===== src/lzp_pkg.sv =====
// lzp_pkg: shared types and constants for the lz pair bit packer
// no dependencies; imported by every module of the block

package lzp_pkg;

  localparam int CODE_BITS   = 16;
  localparam int SYM_BITS    = 8;
  localparam int BYTE_BITS   = 8;
  localparam int WIDTH_BITS  = 5;
  localparam int CNT_BITS    = 3;
  localparam int PEND_BITS   = 7;
  localparam int WORD_BITS   = CODE_BITS + SYM_BITS;
  localparam int ACC_BITS    = WORD_BITS + PEND_BITS;
  localparam int REM_BITS    = 2;

  localparam int MAX_CODE_BITS_DEF = 16;
  localparam int QUEUE_DEPTH_DEF   = 4;

  localparam logic FUNC_PACK  = 1'b0;
  localparam logic FUNC_FLUSH = 1'b1;

  typedef struct packed {
    logic                  func;
    logic [CODE_BITS-1:0]  code;
    logic [SYM_BITS-1:0]   sym;
    logic [WIDTH_BITS-1:0] code_width;
  } req_t;

  typedef struct packed {
    logic [BYTE_BITS-1:0] out_byte;
    logic                 out_last;
  } rsp_t;

  // classified item held in the queue between front and back
  typedef struct packed {
    logic                  flush;
    logic [WIDTH_BITS-1:0] width;
    logic [WORD_BITS-1:0]  word;
  } entry_t;

endpackage


===== src/lzp_front.sv =====
// lzp_front: classifies an incoming transaction and builds the packed word
// depends on lzp_pkg

module lzp_front import lzp_pkg::*; #(
  parameter int MaxCodeBits = MAX_CODE_BITS_DEF
) (
  input  req_t   req,
  output entry_t entry
);

  localparam int EffMax = (MaxCodeBits < CODE_BITS) ? MaxCodeBits : CODE_BITS;

  logic [WIDTH_BITS-1:0] width;
  logic [CODE_BITS-1:0]  code_mask;
  logic [WORD_BITS-1:0]  code_ext;
  logic [WORD_BITS-1:0]  sym_ext;

  always_comb begin
    width = req.code_width;
    if (width > WIDTH_BITS'(EffMax)) begin
      width = WIDTH_BITS'(EffMax);
    end
    // width never exceeds the code field, so a full shift leaves an all-ones mask
    code_mask = ~({CODE_BITS{1'b1}} << width);
    code_ext  = {{SYM_BITS{1'b0}}, req.code & code_mask};
    sym_ext   = {{CODE_BITS{1'b0}}, req.sym};

    entry.flush = (req.func == FUNC_FLUSH);
    entry.width = width;
    entry.word  = code_ext | (sym_ext << width);
  end

endmodule


===== src/lzp_fifo.sv =====
// lzp_fifo: short queue of classified entries between front and back
// depends on lzp_pkg

module lzp_fifo import lzp_pkg::*; #(
  parameter int Depth = QUEUE_DEPTH_DEF
) (
  input  logic   clk,
  input  logic   rst,
  input  logic   push,
  input  entry_t push_entry,
  output logic   full,
  input  logic   pop,
  output logic   not_empty,
  output entry_t head
);

  localparam int PtrBits = (Depth > 1) ? $clog2(Depth) : 1;
  localparam int CntBits = $clog2(Depth + 1);

  entry_t               mem [Depth];
  logic [PtrBits-1:0]   wr_ptr;
  logic [PtrBits-1:0]   rd_ptr;
  logic [CntBits-1:0]   fill;
  logic                 do_push;
  logic                 do_pop;

  assign full      = (fill == CntBits'(Depth));
  assign not_empty = (fill != '0);
  assign head      = mem[rd_ptr];
  assign do_push   = push && !full;
  assign do_pop    = pop && not_empty;

  always_ff @(posedge clk) begin
    if (do_push) begin
      mem[wr_ptr] <= push_entry;
    end
  end

  always_ff @(posedge clk) begin
    if (rst) begin
      wr_ptr <= '0;
      rd_ptr <= '0;
      fill   <= '0;
    end else begin
      if (do_push) begin
        wr_ptr <= (wr_ptr == PtrBits'(Depth - 1)) ? '0 : wr_ptr + 1'b1;
      end
      if (do_pop) begin
        rd_ptr <= (rd_ptr == PtrBits'(Depth - 1)) ? '0 : rd_ptr + 1'b1;
      end
      if (do_push && !do_pop) begin
        fill <= fill + 1'b1;
      end else if (!do_push && do_pop) begin
        fill <= fill - 1'b1;
      end
    end
  end

endmodule


===== src/lzp_back.sv =====
// lzp_back: merges entries with the pending bits and emits one byte per cycle unless the output is stalled
// depends on lzp_pkg

module lzp_back import lzp_pkg::*; (
  input  logic   clk,
  input  logic   rst,
  input  logic   q_valid,
  input  entry_t q_entry,
  output logic   q_pop,
  output logic   rsp_valid,
  input  logic   rsp_stall,
  output rsp_t   rsp
);

  // acc low bits hold the pending bits once rem reaches zero; bits above are zero
  logic [ACC_BITS-1:0]   acc;
  logic [REM_BITS-1:0]   rem;
  logic [CNT_BITS-1:0]   cnt;
  logic                  out_valid;
  rsp_t                  out_item;

  logic [ACC_BITS-1:0]   acc_sh;
  logic [REM_BITS-1:0]   rem_sh;
  logic                  advance;
  logic                  emit;
  logic [WIDTH_BITS-1:0] total;
  logic [ACC_BITS-1:0]   acc_next;
  logic [REM_BITS-1:0]   rem_next;
  logic [CNT_BITS-1:0]   cnt_next;

  assign rsp_valid = out_valid;
  assign rsp       = out_item;

  always_comb begin
    advance = !out_valid || !rsp_stall;
    emit    = advance && (rem != '0);
    acc_sh  = emit ? (acc >> BYTE_BITS) : acc;
    rem_sh  = emit ? (rem - 1'b1) : rem;
    q_pop   = q_valid && (rem_sh == '0);

    total = WIDTH_BITS'(cnt) + q_entry.width + WIDTH_BITS'(BYTE_BITS);

    acc_next = acc_sh;
    rem_next = rem_sh;
    cnt_next = cnt;
    if (q_pop) begin
      if (q_entry.flush) begin
        acc_next = {{(ACC_BITS-PEND_BITS){1'b0}}, acc_sh[PEND_BITS-1:0]};
        rem_next = (cnt != '0) ? REM_BITS'(1) : '0;
        cnt_next = '0;
      end else begin
        acc_next = {{(ACC_BITS-PEND_BITS){1'b0}}, acc_sh[PEND_BITS-1:0]}
                 | (ACC_BITS'(q_entry.word) << cnt);
        rem_next = total[WIDTH_BITS-1:CNT_BITS];
        cnt_next = total[CNT_BITS-1:0];
      end
    end
  end

  always_ff @(posedge clk) begin
    if (rst) begin
      acc       <= '0;
      rem       <= '0;
      cnt       <= '0;
      out_valid <= 1'b0;
    end else begin
      acc <= acc_next;
      rem <= rem_next;
      cnt <= cnt_next;
      if (emit) begin
        out_valid <= 1'b1;
      end else if (advance) begin
        out_valid <= 1'b0;
      end
    end
  end

  always_ff @(posedge clk) begin
    if (emit) begin
      out_item.out_byte <= acc[BYTE_BITS-1:0];
      out_item.out_last <= (rem == REM_BITS'(1));
    end
  end

endmodule


===== src/lz_pair_bit_packer_core.sv =====
// lz_pair_bit_packer_core: top level of the lsb-first (code, symbol) bit packer
// depends on lzp_pkg, lzp_front, lzp_fifo, lzp_back
//
//   channel  | dir | handshake            | payload
//   req      | in  | req_valid/req_stall  | req_t: func, code, sym, code_width
//   rsp      | out | rsp_valid/rsp_stall  | rsp_t: out_byte, out_last
//
// each pack transaction completes 1 to 3 bytes, which leave one at a time through
// the single byte-wide output register; a flush completes at most one byte
// an accepted transaction passes through the queue and the back end's accumulator
// before its first byte is loaded into the output register
// reset clears the queue, the pending bits and the output valid flag
// a stalled output keeps its byte; the queue keeps accepting until it is full

module lz_pair_bit_packer_core import lzp_pkg::*; #(
  parameter int MaxCodeBits = MAX_CODE_BITS_DEF,
  parameter int QueueDepth  = QUEUE_DEPTH_DEF
) (
  input  logic clk,
  input  logic rst,
  input  logic req_valid,
  output logic req_stall,
  input  req_t req,
  output logic rsp_valid,
  input  logic rsp_stall,
  output rsp_t rsp
);

  entry_t front_entry;
  entry_t q_head;
  logic   q_full;
  logic   q_valid;
  logic   q_pop;

  assign req_stall = q_full;

  lzp_front #(
    .MaxCodeBits(MaxCodeBits)
  ) u_front (
    .req  (req),
    .entry(front_entry)
  );

  lzp_fifo #(
    .Depth(QueueDepth)
  ) u_fifo (
    .clk       (clk),
    .rst       (rst),
    .push      (req_valid),
    .push_entry(front_entry),
    .full      (q_full),
    .pop       (q_pop),
    .not_empty (q_valid),
    .head      (q_head)
  );

  lzp_back u_back (
    .clk      (clk),
    .rst      (rst),
    .q_valid  (q_valid),
    .q_entry  (q_head),
    .q_pop    (q_pop),
    .rsp_valid(rsp_valid),
    .rsp_stall(rsp_stall),
    .rsp      (rsp)
  );

endmodule


===== config.mk =====
export PLATFORM = sky130hd
export DESIGN_NAME = lz_pair_bit_packer_core
export DESIGN_NICKNAME = d
export VERILOG_FILES = /design/src/lzp_pkg.sv /design/src/lzp_front.sv /design/src/lzp_fifo.sv /design/src/lzp_back.sv /design/src/lz_pair_bit_packer_core.sv
export SDC_FILE = /design/constraint.sdc
export NUM_CORES = 1
export LEC_CHECK = 0
export ABC_AREA = 1
export BUFFER_PORTS_ARGS = -buffer_cell sky130_fd_sc_hd__buf_2
export CAP_MARGIN = 20
export CELL_PAD_IN_SITES_DETAIL_PLACEMENT = 2
export CELL_PAD_IN_SITES_GLOBAL_PLACEMENT = 2
export CORE_MARGIN = 2
export CORE_UTILIZATION = 38
export CTS_CLUSTER_SIZE = 40
export DETAILED_ROUTE_END_ITERATION = 8
export PLACE_DENSITY = 0.88
export SYNTH_ARGS = -nofsm -noshare
export SYNTH_HDL_FRONTEND = slang
export SYNTH_HIERARCHICAL = 1
export SYNTH_SLANG_ARGS = --single-unit
export TNS_END_PERCENT = 20

===== constraint.sdc =====
create_clock -name clk -period 2.7 [get_ports clk]
set_input_delay 0.405 -clock clk [delete_from_list [all_inputs] [get_ports clk]]
set_output_delay 0.405 -clock clk [all_outputs]
set_load 0.02 [all_outputs]

# After elaboration in Yosys (flattened, before gate mapping)
# Memories as Yosys holds them, arrays and structs flattened. A register that Yosys moved wholly into a read port is not among the register bits.
# Cells that the tools add are included.
[totals]
ff_bits = 53
latch_bits = 0
ram_bits = 120
romBits = 0
inputBits = 34
out_inout_bits = 11
word_cells = 68
memories = 1
[op_classes]
add_sub_neg = 7
n_mul = 0
n_div = 0
n_lt_le_gt_ge = 1
n_eq_ne = 4
shift = 3
mux = 19
bitwise_logic = 4
reduce_logical = 19
[memory_table]
columns = ["name", "words", "word_bits", "rd", "rd_ports_with_merged_regs", "wr", "line_no", "text"]
rows = [
  ["u_fifo.mem", 4, 30, 1, 1, 1, "lzp_fifo.sv:20", "entry_t mem [Depth];"],
]
[op_table]
columns = ["op", "n"]
rows = [
  ["$mux 31", 3],
  ["$or 7x31->31", 1],
  ["$shl 24x3->31", 1],
  ["$or 16x24->24", 1],
  ["$shl 8x5->24", 1],
  ["$and 16x16->16", 1],
  ["$not 16->16", 1],
  ["$shl 16x5->16 const A", 1],
  ["$mux 2", 7],
  ["$mux 3", 3],
  ["$reduce_bool 2->1", 4],
  ["$logic_and 1x1->1", 6],
  ["$reduce_bool 3->1", 2],
  ["$add 3x5->5", 1],
  ["$add 5x4->5 const B", 1],
  ["$gt 5x5->1 const B", 1],
  ["$logic_not 1->1", 5],
  ["$mux 1", 5],
  ["$mux 5", 1],
  ["$add 2x1->2 const B", 2],
  ["$eq 2x2->1 const B", 2],
  ["$add 3x1->3 const B", 1],
  ["$eq 3x3->1 const B", 1],
  ["$sub 3x1->3 const B", 1],
  ["other kinds (4)", 4],
]

# Longest topological paths before layout
# Gate-level depths: netlist of run 1.
[depth]
word_depth = 10
mapped_depth = 19
depth_no_buf = 18

# By module
# The synthesis of run 1 kept the hierarchy.
[by_module_without_submodules]
columns = ["mod", "instances", "cells_each", "area_each_um2", "seq_area_each_um2"]
rows = [
  ["lzp_fifo", 1, 361, 5007.3, 3783.6],
  ["lzp_back", 1, 487, 3088.0, 1011.0],
  ["lzp_front", 1, 188, 829.5, 0.0],
]

# Least setup slack after synthesis of run 1
# Ideal clock, no wire load.
[synth_timing]
path_kind = "reg-to-reg"
from = "reg u_back.rem[0]"
to = "reg u_fifo.fill[1]"
setup_ns = 0.116
arrival_time_ns = 2.284
required_ns = 2.584
slack_ns = 0.300
stages_incl_launch_ff = 16
path_buffers = 2
synth_period_minus_slack_ns = 2.400
path_cell_list = "dfxtp_1 -> inv_1 -> ha_1 -> inv_2 -> nand2_2 -> buf_6 -> nand2_2 -> nand3_2 -> nor2_4 -> buf_6 -> nand2_2 -> ha_1 -> inv_1 -> fa_1 -> o21ai_0 -> nor2_1"
[synth_between]
elab_chain_len = 9
word_cells_on_any_way = 12
cone_classes = "1 x add/sub; 2 x mux; 9 x reduce/logical"
[synth_rtl]
columns = ["element", "line_no", "text"]
rows = [
  ["start, declared", "lzp_back.sv:17", "logic [REM_BITS-1:0] rem;"],
  ["start signal, assigned", "lzp_back.sv:68", "rem <= rem_next;"],
  ["parallel branches: the longest is 2 deep, another holds $sub 2x1->2", "-", ""],
  ["$mux 2 *", "lzp_back.sv:38", "rem_sh = emit ? (rem - 1'b1) : rem;"],
  ["$logic_not 2->1 *", "lzp_back.sv:39", "q_pop = q_valid && (rem_sh == '0);"],
  ["$logic_and 1x1->1 *", "lzp_back.sv:39", ""],
  ["net q_pop", "lz_pair_bit_packer_core.sv:33", "logic q_pop;"],
  ["$logic_and 1x1->1 *", "lzp_fifo.sv:31", "assign do_pop = pop && not_empty;"],
  ["$logic_not 1->1", "lzp_fifo.sv:51", "if (do_push && !do_pop) begin"],
  ["$logic_and 1x1->1", "lzp_fifo.sv:51", ""],
  ["$mux 3 or $reduce_bool 2->1 (tied branches)", "-", ""],
  ["end signal, assigned", "lzp_fifo.sv:52", "fill <= fill + 1'b1;"],
  ["end signal, assigned", "lzp_fifo.sv:54", "fill <= fill - 1'b1;"],
  ["end, declared", "lzp_fifo.sv:23", "logic [CntBits-1:0] fill;"],
]
# Mark *: on every way through the listed nets, which the timed path passes.
# A chain may end at the register's enable or synchronous reset.

# Worst setup path in the final report of run 1
# Ends and elaborated chain as after synthesis.

==> summary.md, run 1 <==
| Metric | Value |
|---|---|
| Result of the run | `completed` |
| Routed via count divided by cell count | `about 5.4` |
| IO Port Bufs | `44` |
| Number of failing setup endpoints in the final timing report | `0` |
| Number of flops mapped to enable cells by yosys | `between 100 and 150` |
| Critical path launch point | `u_back/rem[0]$_SDFF_PP0_` |
| Worst-Margin Slew | `759 ps` |
| Reg-to-Reg Start | `u_back/rem[0]$_SDFF_PP0_` |
| Maximum level of the CTS H-tree | `4` |
| Root buffer selected by CTS | `clkbuf_16` |
| Hold Fails Final Rpt | `0` |
| Worst reg-to-reg setup slack | `between 200 and 300 ps` |
| Leakage power of the design | `4.08 nW` |
| Placement row count | `56` |
| Total die area | `between 20000 and 25000 um^2` |
| M1 wire length | `around 13000 um` |
| Instance area after placement | `9370 um^2` |
| Max-slew violation count | `0` |
| Post-Synthesis Cell Area | `8920 um^2` |
| Fraction of final layout cells with drive strength greater than 1 | `about an eighth` |
| Fin nets | `1115` |
| Most frequent standard cell in the layout excluding fill and tap cells | `nand2_1` |
| Routed wirelength normalized by instance count | `20.2 um` |
| Post-CTS Hold Fix Bufs | `0` |
| Top library cells by usage in the layout, fill and taps aside | `249 x nand2_1, 166 x nand3_1, 129 x edfxtp_1` |
| Post-Route Skew | `15.3 ps` |
| TritonCTS clock tree | `built` |
| Sequential share of power | `32.8%` |
| Layout area overhead | `11.8%` |
| Synthesized netlist net count | `1083` |
| Unrepaired setup endpoints after global routing | `false` |
| Clk Latency, worst-skew pair | `450 ps` |
| Number of antenna repair diodes | `0` |
| Placed Cells incl. Taps | `1368` |
| Global route overflow | `0` |
| Post-layout power | `11.1 mW` |
| Starting utilization of the core area | `about two fifths` |
| Post-layout utilization of the core | `42.9%` |
| Number of post-CTS setup repair buffers | `0` |
| Post-CTS Resized | `0` |
| Mapped Cells | `about 1000` |
| Internal power contribution | `just over 6 mW` |
| FF-to-FF End | `u_fifo/fill[1]$_SDFFE_PP0P_` |
| Synth Warn # | `6` |
| Final instance count without filler cells | `1400` |
| Total vias in the final route | `7504` |
| Yosys cell types | `34` |
| Async set-or-reset flop fraction in the synthesized netlist | `0%` |
| Detailed-routed wire length on met3 | `613 um` |
| Seq/Total Area, Yosys | `between 50% and 60%` |
| Max stage delay on crit path | `430 ps` |
| Crit Path Class | `reg -> reg` |
| Met2 wire len | `14500 um` |
| Post-synthesis area per instance | `approximately 8.6 um^2` |
| Initial antenna violation count | `0` |
| Net switching power of the design | `5.02 mW` |
| Clk network pwr share | `between 20% and 30%` |
| DR iter-0 viols | `between 400 and 500` |
| Path category of the worst min-delay check | `in -> reg` |
| Most used flip-flop cell after synthesis | `edfxtp_1` |
| Data arrival time of the critical path | `2780 ps` |
| Depth of the most critical reg-to-reg path | `13` |
| Placeable core region | `23300 um^2` |
| Post-DP HPWL | `19900 um` |
| Top layer in use | `met4` |
| Total negative setup slack | `0 ps` |
| DIE HEIGHT | `157 um` |
| Max_cap viols | `0` |
| Number of filler instances in the final layout | `approximately 2600` |
| Crit-path cells | `inv_1, ha_1, inv_2, nand3_1, nand2_2, inv_2, nor2_4, nand2_2, ha_1, inv_1, fa_1, o21ai_0, nor2_1` |
| Worst Path Buf+Inv | `4` |
| Ports | `45` |
| Worst-path clk slew | `80 ps` |
| Net Sw Frac | `between 40 and 50%` |
| Number of global-route vias before repair | `8189` |
| Sort of element at the end of the critical path | `flip-flop` |
| Count of TritonRoute iterations in the first routing pass | `5` |
| Overall routing resource usage | `24.1%` |
| Worst-path fanout max | `4` |
| Cell type of the slowest stage on the worst timing path | `fa_1` |
| Peak supply drop | `395 uV` |
| Data required, critical path | `3040 ps` |
| Worst setup path endpoint | `u_fifo/fill[1]$_SDFFE_PP0P_` |
| Worst-case clock buffer depth | `2` |
| Wire length of the first global-routing pass | `45500 um` |
| Final critical-path share of the clock period | `about nine tenths` |
| Power per unit of standard cell area | `1110 nW/um^2` |
| TritonCTS Buffers | `17` |
| Hold slack | `187 ps` |
| ANT nets after route | `0` |
| Final standard cell area without fillers | `between 9000 and 10000 um^2` |
| Number of flip-flops and latches in the synthesized netlist | `175` |
| Clock sink count | `~180` |
| Relative slew margins | `49.2%` |
| CP Depth | `13` |
| FMAX | `around 0.41 GHz` |
| Startpoint kind of the worst setup timing path | `flip-flop` |
| Post-layout minimum cycle time | `2440 ps` |
| Die width | `roughly 160 um` |
| Family with the most delay on the worst path | `adder cells` |
| Remaining DRCs | `0` |
| Worst slack at placement | `about 270 ps` |
| Final worst slack | `261 ps` |
| Weighted congestion reported at the end of routability-driven placement | `around 0.83` |
| Total length of routed wires | `between 20000 and 30000 um` |
| Largest net degree at the start of global routing | `44` |
| Share of total power in combinational logic | `43.8%` |
==> logic make-up after synthesis <==
logic type / Yosys count / synth area share (%)
fa+ha+maj: 13 / 1.99
xor+xnor: 3 / 0.294
flops: 175 / 53.7
buf+inv: 143 / 8.06
compound gates: 144 / 8.65
simple gates: 554 / 26.8
mux: 4 / 0.449
==> synth_stat cells (2+ instances only) <==
master    count  area, um^2
nand2_1     249         935
mux2i_1       4        40.0
buf_2        20         100
o211ai_1      3        22.5
clkinv_1      2        7.51
o22ai_1      32         200
buf_6        15         169
a21oi_1      26         130
nand3b_1      8        60.1
buf_4        10        75.1
o21ai_1      33         165
inv_2         6        22.5
clkbuf_1     12        45.0
ha_1         11         138
edfxtp_1    129        3870
nand4_1       2        12.5
o21ai_0      49         245
dfxtp_1      46         921
nor2_1      110         413
nor2_2        3        18.8
inv_1        76         285
nand2_2      10        62.6
fa_1          2        40.0
nand3_1     166         831
xor2_1        3        26.3
==> final cells by class <==
class                           instances  area [um^2]  area share, %
Sequential cell                       175         4800           48.1
Multi-Input combinational cell        718         3420           34.3
Clock buffer                           17          425           4.26
Timing Repair Buffer                   71          423           4.24
Tap cell                              319          399           4.00
Inverter                               85          327           3.27
Clock inverter                         15          188           1.88
==> flip-flops by register name, summed over array words and instances (netlist names), named ones only <==
name              flops
u_fifo/mem          120
u_back/acc           31
u_back/rsp            9
u_back/cnt            3
u_fifo/fill           3
u_back/rem            2
u_fifo/rd_ptr         2
u_fifo/wr_ptr         2
u_back/rsp_valid      1
==> worst min path at each step <==
stage                                           from                     endpoint  slack (ps)  cells past startpoint
after floorplan             u_back/acc[0]$_SDFF_PP0_      u_back/rsp[1]$_DFFE_PP_         410                      0
after global placement    u_back/acc[7]$_SDFFE_PP0P_      u_back/rsp[8]$_DFFE_PP_         410                      0
after detailed placement    u_back/acc[5]$_SDFF_PP0_      u_back/rsp[6]$_DFFE_PP_         420                      0
after CTS                                    req[29]  u_fifo/mem[2][29]$_DFFE_PP_         180                      1
after global routing                         req[29]  u_fifo/mem[2][29]$_DFFE_PP_         180                      1
final                                        req[29]  u_fifo/mem[2][29]$_DFFE_PP_         190                      1
==> per-layer routing <==
| metal | vias up | GRT usage [%] |
|---|---|---|
| met1 | 3779 | 31.0 |
| met2 | 121 | 42.4 |
| met5 | - | 0 |
| met3 | 36 | 2.73 |
| li1 | 3568 | - |
| met4 | 0 | 8.01 |
==> power by group through the flow <==
stage / Clock (mW) / Sequential, mW / Combinational, mW
2_1_floorplan: 0 / 3.72 / 3.46
3_3_place_gp: 0 / 3.67 / 4.51
3_5_place_dp: 0 / 3.72 / 4.79
4_1_cts: 2.64 / 3.66 / 4.90
5_1_grt: 2.74 / 3.70 / 5.46
6_report: 2.59 / 3.65 / 4.88
No activity file was read; power rests on OpenSTA's default activity.
==> run 2, diff against run 1 <==
CORE_MARGIN = unset   (was 2)
CTS_BUF_LIST = sky130_fd_sc_hd__clkbuf_16   (was unset)
REMOVE_ABC_BUFFERS = 1   (was unset)
==> summary.md, run 2 (synthesis results as in run 1) <==
| Metric | Value |
|---|---|
| Result of the run | `completed (unchanged)` |
| Depth of the most critical reg-to-reg path | `12 (was 13)` |
| Routed wirelength normalized by instance count | `21.4 um (was 20.2 um)` |
| Internal power contribution | `6.09 mW (was 6.10 mW)` |
| Worst-Margin Slew | `1090 ps (was 759 ps)` |
| Layout area overhead | `10.8% (was 11.8%)` |
| Final worst slack | `250 ps (was 261 ps)` |
| Root buffer selected by CTS | `clkbuf_16 (unchanged)` |
| Relative slew margins | `27.4% (was 49.2%)` |
| Max reg flops | `120 (unchanged)` |
| Total vias in the final route | `7555 (was 7504)` |
| Max_cap viols | `0 (unchanged)` |
| Worst-path clk slew | `70 ps (was 80 ps)` |
| Path category of the worst min-delay check | `in -> reg (unchanged)` |
| Final critical-path share of the clock period | `90.7% (was 90.3%)` |
| Total negative setup slack | `0 ps (unchanged)` |
| Number of failing setup endpoints in the final timing report | `0 (unchanged)` |
| Final standard cell area without fillers | `9890 um^2 (was 9980 um^2)` |
| Peak supply drop | `398 uV (was 395 uV)` |
| Clk network pwr share | `22.1% (was 23.3%)` |
| Startpoint kind of the worst setup timing path | `flip-flop (unchanged)` |
| Largest net degree at the start of global routing | `45 (was 44)` |
| Routed via count divided by cell count | `5.44 (was 5.36)` |
| Crit Path Class | `reg -> reg (unchanged)` |
| IO Port Bufs | `44 (unchanged)` |
| Sort of element at the end of the critical path | `flip-flop (unchanged)` |
| Share of total power in combinational logic | `44.5% (was 43.8%)` |
| Data arrival time of the critical path | `2780 ps (about the same)` |
| DR iter-0 viols | `412 (was 473)` |
| Overall routing resource usage | `25.8% (was 24.1%)` |
| Remaining DRCs | `0 (unchanged)` |
| Final instance count without filler cells | `1389 (was 1400)` |
| Placement row count | `55 (was 56)` |
| Data required, critical path | `3030 ps (was 3040 ps)` |
| DIE HEIGHT | `155 um (was 157 um)` |
| ANT nets after route | `0 (unchanged)` |
| Die width | `155 um (was 157 um)` |
| Count of TritonRoute iterations in the first routing pass | `5 (unchanged)` |
| Worst slack at placement | `144 ps (was 272 ps)` |
| Ports | `45 (unchanged)` |
| Net Sw Frac | `44.8% (was 45.1%)` |
| Most frequent standard cell in the layout excluding fill and tap cells | `nand2_1 (unchanged)` |
| Max-slew violation count | `0 (unchanged)` |
| Power per unit of standard cell area | `1120 nW/um^2 (was 1110 nW/um^2)` |
| Hold slack | `192 ps (was 187 ps)` |
| TritonCTS Buffers | `17 (unchanged)` |
| Number of global-route vias before repair | `8468 (was 8189)` |
| Clk Latency, worst-skew pair | `440 ps (was 450 ps)` |
| Starting utilization of the core area | `39.1% (was 38.4%)` |
| Reg with most FFs | `u_fifo/mem (unchanged)` |
| Placeable core region | `22800 um^2 (was 23300 um^2)` |
| FMAX | `0.408 GHz (was 0.410 GHz)` |
| Total length of routed wires | `29800 um (was 28300 um)` |
| Number of antenna repair diodes | `0 (unchanged)` |
| Total die area | `24100 um^2 (was 24700 um^2)` |
| Top library cells by usage in the layout, fill and taps aside | `249 x nand2_1, 166 x nand3_1, 129 x edfxtp_1 (unchanged)` |
| Leakage power of the design | `4.04 nW (was 4.08 nW)` |
| Sequential share of power | `33.4% (was 32.8%)` |
| Post-layout minimum cycle time | `2450 ps (was 2440 ps)` |
| Hold Fails Final Rpt | `0 (unchanged)` |
| Sequential cell area | `4800 um^2 (about the same)` |
| Global route overflow | `0 (unchanged)` |
| Post-Route Skew | `13.7 ps (was 15.3 ps)` |
| Net switching power of the design | `4.95 mW (was 5.02 mW)` |
| Initial antenna violation count | `0 (unchanged)` |
| Post-CTS Hold Fix Bufs | `0 (unchanged)` |
| Placed Cells incl. Taps | `1357 (was 1368)` |
| Maximum level of the CTS H-tree | `4 (unchanged)` |
| Clock sink count | `175 (unchanged)` |
| Post-DP HPWL | `21000 um (was 19900 um)` |
| Worst-path fanout max | `39 (was 4)` |
| Total area of multi-input combinational cells | `3420 um^2 (unchanged)` |
| TritonCTS clock tree | `built (unchanged)` |
| Wire length of the first global-routing pass | `46900 um (was 45500 um)` |
| Fin nets | `1110 (was 1115)` |
| Number of filler instances in the final layout | `2593 (was 2634)` |
| Instance area after placement | `9320 um^2 (was 9370 um^2)` |
| Weighted congestion reported at the end of routability-driven placement | `0.839 (was 0.827)` |
| Fraction of final layout cells with drive strength greater than 1 | `11.5% (was 12.2%)` |
| Unrepaired setup endpoints after global routing | `false (unchanged)` |
| Worst-case clock buffer depth | `2 (unchanged)` |
| Worst hold path stage count | `1 (unchanged)` |
[run 2: cell types whose count changed in the layout (fill, tap and decap cells not counted)]
cell / change
buf_4: -5
bufinv_16: +1
clkinv_2: +1
clkinv_4: -1
clkinvlp_4: +2
dfxtp_2: -1
dfxtp_4: +1
inv_1: +3
inv_12: -5
inv_6: +2
inv_8: -3
[run 2: timing repair]
action	CTS	global route
buffers inserted	0	0
setup endpoints to repair	0	1
resized for setup	0	1
[run 2: layout make-up]
class                           count  area share, %
Sequential cell                   175           48.5
Inverter                           85           3.30
Clock buffer                       17           4.30
Clock inverter                     15           1.44
Timing Repair Buffer               66           3.90
Tap cell                          313           3.96
Multi-Input combinational cell    718           34.6
[run 2: metal layers]
| metal | wire (um) | vias to the layer above | track usage, % |
|---|---|---|---|
| met3 | 877 | 54 | 4.15 |
| li1 | - | 3555 | - |
| met5 | 0 | - | 0 |
| met1 | 12400 | 3783 | 29.6 |
| met4 | 802 | 0 | 9.62 |
| met2 | 15700 | 163 | 48.0 |
[run 2: critical path: stages, from the launching register on]
cell and delay, ps:
dfxtp_4 510, inv_8 140, o21ai_1 180, o22ai_1 110, ha_1 250, fa_1 430
a21oi_1 210, nand2_1 100, xor2_1 160, nand2_1 90, nand2_1 50, nand2_1 50
inv_1 50
[run 2: power groups by stage]
stage                     Clock [mW]  Combinational [mW]  Sequential, mW
after floorplan                    0                2.88            3.86
after global placement             0                4.49            3.68
after detailed placement           0                4.82            3.73
after CTS                       2.49                4.90            3.69
after global routing            2.57                5.41            3.73
final                           2.44                4.92            3.69
[run 2: final timing paths]
| path | startpoint | endpoint | slack [ps] |
|---|---|---|---|
| worst min register to register | u_back/acc[1]$_SDFF_PP0_ | u_back/rsp[2]$_DFFE_PP_ | 440 |
| worst max-delay path | flip-flop | u_back/rem[1]$_SDFF_PP0_ | 250 |
| worst min-delay path | req[29] | u_fifo/mem[0][29]$_DFFE_PP_ | 190 |
| worst max register to register | flip-flop | u_back/rem[1]$_SDFF_PP0_ | 250 |
[run 2: stage by stage]
step                      total power [mW]  util (%)
final                                 11.0      43.3
after global routing                  11.7      43.3
after CTS                             11.1      43.3
after detailed placement              8.55      40.8
after global placement                8.17      40.8
after floorplan                       6.74         -
